## src/sv/pinned_lru_cache_manager_top_assert.svh

```systemverilog
// Assertion macros for the pinned LRU cache manager.
`ifndef PINNED_LRU_CACHE_MANAGER_TOP_ASSERT_SVH
`define PINNED_LRU_CACHE_MANAGER_TOP_ASSERT_SVH
`ifndef ASSERT_OFF
`define PLCM_ASSERT_IMPL(name, ante, cons) \
  name: assert property (@(posedge clk) disable iff (!rst_n) (ante) |-> (cons)) \
    else $error("plcm assertion failed");
`define PLCM_ASSERT_NEXT(name, ante, cons) \
  name: assert property (@(posedge clk) disable iff (!rst_n) (ante) |=> (cons)) \
    else $error("plcm assertion failed");
`else
`define PLCM_ASSERT_IMPL(name, ante, cons)
`define PLCM_ASSERT_NEXT(name, ante, cons)
`endif
`endif

```

## src/sv/plcm_entry_ram.sv

```systemverilog
// Slot table memory with one write port and one registered read port.
`timescale 1ns / 1ps
`default_nettype none
module plcm_entry_ram #(
  parameter int DEPTH = 8,
  parameter int WIDTH = 112
) (
  input  wire logic                     clk,
  input  wire logic                     we,
  input  wire logic [$clog2(DEPTH)-1:0] waddr,
  input  wire logic [WIDTH-1:0]         wdata,
  input  wire logic [$clog2(DEPTH)-1:0] raddr,
  output logic      [WIDTH-1:0]         rdata
);
  logic [WIDTH-1:0] mem [DEPTH];

  always_ff @(posedge clk) begin
    if (we) begin
      mem[waddr] <= wdata;
    end
    rdata <= mem[raddr];
  end
endmodule
`default_nettype wire

```

## config.mk

```make
export PLATFORM = sky130hd
export DESIGN_NAME = plcm_entry_ram
export DESIGN_NICKNAME = d
export VERILOG_FILES = /design/src/sv/pinned_lru_cache_manager_top_assert.svh /design/src/sv/plcm_entry_ram.sv
export SDC_FILE = /design/constraint.sdc
export NUM_CORES = 1
export LEC_CHECK = 0
export BUFFER_PORTS_ARGS = -buffer_cell sky130_fd_sc_hd__clkbuf_2
export CELL_PAD_IN_SITES_DETAIL_PLACEMENT = 1
export CELL_PAD_IN_SITES_GLOBAL_PLACEMENT = 1
export CORE_MARGIN = 2
export CORE_UTILIZATION = 35
export CTS_CLUSTER_DIAMETER = 120
export DETAILED_ROUTE_END_ITERATION = 16
export PLACE_DENSITY = 0.61
export SYNTH_ARGS = -nofsm -noshare
export SYNTH_HDL_FRONTEND = slang
export SYNTH_SLANG_ARGS = --single-unit
```

## constraint.sdc

```tcl
create_clock -name clk -period 12.65 [get_ports clk]
set_clock_uncertainty 0.1 [all_clocks]
set_input_delay 0 -clock clk [delete_from_list [all_inputs] [get_ports clk]]
set_output_delay 0 -clock clk [all_outputs]
set_load 0.05 [all_outputs]
```

==> results.ini <==
[timing]
period_needed_ns = 2.77
whs_ns = 0.00758
tightest_slew_ns = 1.17
setup_viol = 0
hold_viol = 0
fin_crit_sh_pct = 21.9
maxSlewViolCount = 0
timing.fmax_mhz = 360
rsz0062_at_grt = no
tns_ns = 0
max-slew-margin-rel_pct = 21.8

[placement]
dp_hpwl_mm = 36.5
io_buffers = 231
placed_area_um2 = 38900
globalplace.congestion = 0.644

[synth]
synth_nets = 1539
synth_cell_type_count = 15
yosys.area.top_type = edfxtp_1
avgSynthCellArea_um2 = 25.5
ys_ff_latch = 1008
synth_top_area_share_pct = 74.4
yosys_warnings = 0
ys_seq_area_share_pct = 80.6
syn_inst = 1419
synthTopCellsByArea = edfxtp_1 74%, mux4_2 14%, dfxtp_1 6.2%
netlist_area_um2 = 36200

[critical_path]
end_kind = flop
crit_fanout = 48
worstSetupPathType = input port to flop
cp.arrival_ns = 3.24
crit_required_ns = 13.11
cp-start-kind = input port
crit_slowest_cell = buf_4
r2r-end = rdata[22]
r2r_slack_ns = 10.77
ff2ff_path_depth = 3
max_stage_delay_ns = 0.88
cpMostUsedCell = buf_4
cp_cell_sequence = buf_8 > buf_4 > buf_4 > mux4_2 > mux2_2
r2r_start = mem[2][22]

[clock_network]
cts_tree = built
htreeDepth = 3
cts_buffers = 106
cts-hold-fix-buffers = 129
cts_max_path_buffers = 3
clk_latency_ns = 0.68
clock-sinks = 1008
cts_resized = 0
root_buffer = clkbuf_16
clk_pin_slew_ns = 0.06
post_cts_buffers = 0

[layout]
fill_cells = 9529
drive_gt1_share_pct = 38.8
nets = 1962
design_area_um2 = 43700
area_growth_pct = 20.8
seq_area_um2 = 29100
multi_input_area_um2 = 6620

[grt]
grt.overflow.total = 0
antenna_found_initial = 5
gr-usage-all-layers_pct = 14.8
grt_pass1_vias = 18000
grt_max_degree = 137
grt_pass1_wl_mm = 117

[drt]
drc_errors = 0
wl_per_cell_um = 23.5
vias = 15900
firstDrtPassIters = 5
postRouteWirelength_mm = 77.6
ant_nets = 0
viasPerCell = 4.81
drt_iter0_markers = 1112

[power]
peakVddDrop_v = 0.000124
p_per_area_nw_per_um2 = 170
cellLeakagePower_nw = 14.5
power.total_w = 0.00742

[status]
status = completed

[die]
floorplan.rows = 117
pin_count = 232
die_area_um2 = 106000
design.core.area_um2 = 102000
start_util_pct = 35.4
die_h_um = 325
die_x_um = 325

[worst_hold_path]
hold_end = mem[0][2]
whs_path_depth = 3
hold_start = waddr[1]
worstHoldPathType = input port to flop

[run]
maxCapViolations = 0

==> worst max-delay path by stage <==
stage	cells after the start	endpoint	startpoint
floorplan	2	mem[0][0]	waddr[2]
global placement	5	rdata[98]	raddr[0]
detailed placement	5	rdata[75]	raddr[0]
CTS	5	rdata[75]	raddr[0]
global route	5	rdata[83]	raddr[0]
finish	5	rdata[75]	raddr[0]
==> power breakdown <==
group          total (W)  switching [W]  internal [W]
clock network    0.00309        0.00127       0.00182
registers        0.00380      0.0000409       0.00376
logic           0.000526       0.000324      0.000202
==> metal layers <==
metal  GRT usage [%]  wire, um  vias to the layer above
met3            3.15      3730                      121
met2            25.1     39100                      343
met5               0        39                        -
li1                -         -                     6886
met1            19.0     33100                     8538
met4            4.42      1590                        6
==> sequential cells by signal (all words and copies together) (netlist names) <==
register	cells
mem	896
rdata	112
==> layout make-up <==
class,instances,share of cell area (%)
Multi-Input combinational cell,349,15.1
Tap cell,1368,3.92
Clock buffer,153,6.89
Sequential cell,1008,66.7
Clock inverter,49,1.14
Antenna cell,2,0.0115
Timing Repair Buffer,377,6.18
==> critical path, delay by kind of cell <==
family | cells | cell delay (ns)
muxes | 2 | 0.90
buffers and inverters | 3 | 2.16
==> layout by cell type (no fill, tap or decap) <==
cell,synthesis,final
clkinv_2,0,16
mux2_4,52,52
nor2_4,0,6
buf_12,2,8
clkinv_4,0,3
inv_6,0,4
nand2_1,2,2
nand2b_1,3,3
edfxtp_1,896,896
buf_6,10,1
clkinv_1,0,12
nor3_2,0,2
buf_4,0,9
mux2_2,60,60
clkbuf_8,0,14
clkinv_8,0,3
buf_8,7,2
clkbuf_16,0,108
bufinv_16,0,8
dfxtp_1,112,112
dlygate4sd3_1,0,129
diode_2,0,2
clkbuf_1,14,31
mux4_2,224,224
clkinvlp_4,0,3
clkbuf_2,0,228
==> cells by family (layout without fill, tap and decap cells) <==
| logic type | after synthesis | after routing | synth area share [%] |
|---|---|---|---|
| buffers and inverters | 62 | 579 | 1.24 |
| muxes | 336 | 336 | 18.0 |
| and+or+nand+nor | 13 | 13 | 0.163 |
| other | 0 | 2 | 0 |
| DFF | 1008 | 1008 | 80.6 |
==> Yosys cell counts <==
cell type,count
buf_12,2
mux2_2,60
buf_8,7
nand2_1,2
nor3_1,2
mux2_4,52
nand2b_1,3
buf_1,7
dfxtp_1,112
nor2_1,6
edfxtp_1,896
mux4_2,224
buf_2,22
buf_6,10
clkbuf_1,14
==> through the flow <==
stage | instances | setup WS [ns] | util, %
after floorplan | 1419 | 4.08 | -
after global placement | 2973 | 9.05 | 38.1
after detailed placement | 2973 | 9.01 | 38.1
after CTS | 3304 | 9.75 | 42.8
after global routing | 3306 | 9.54 | 42.8
final | 3306 | 9.88 | 42.8
(Power assumes the default switching activity.)
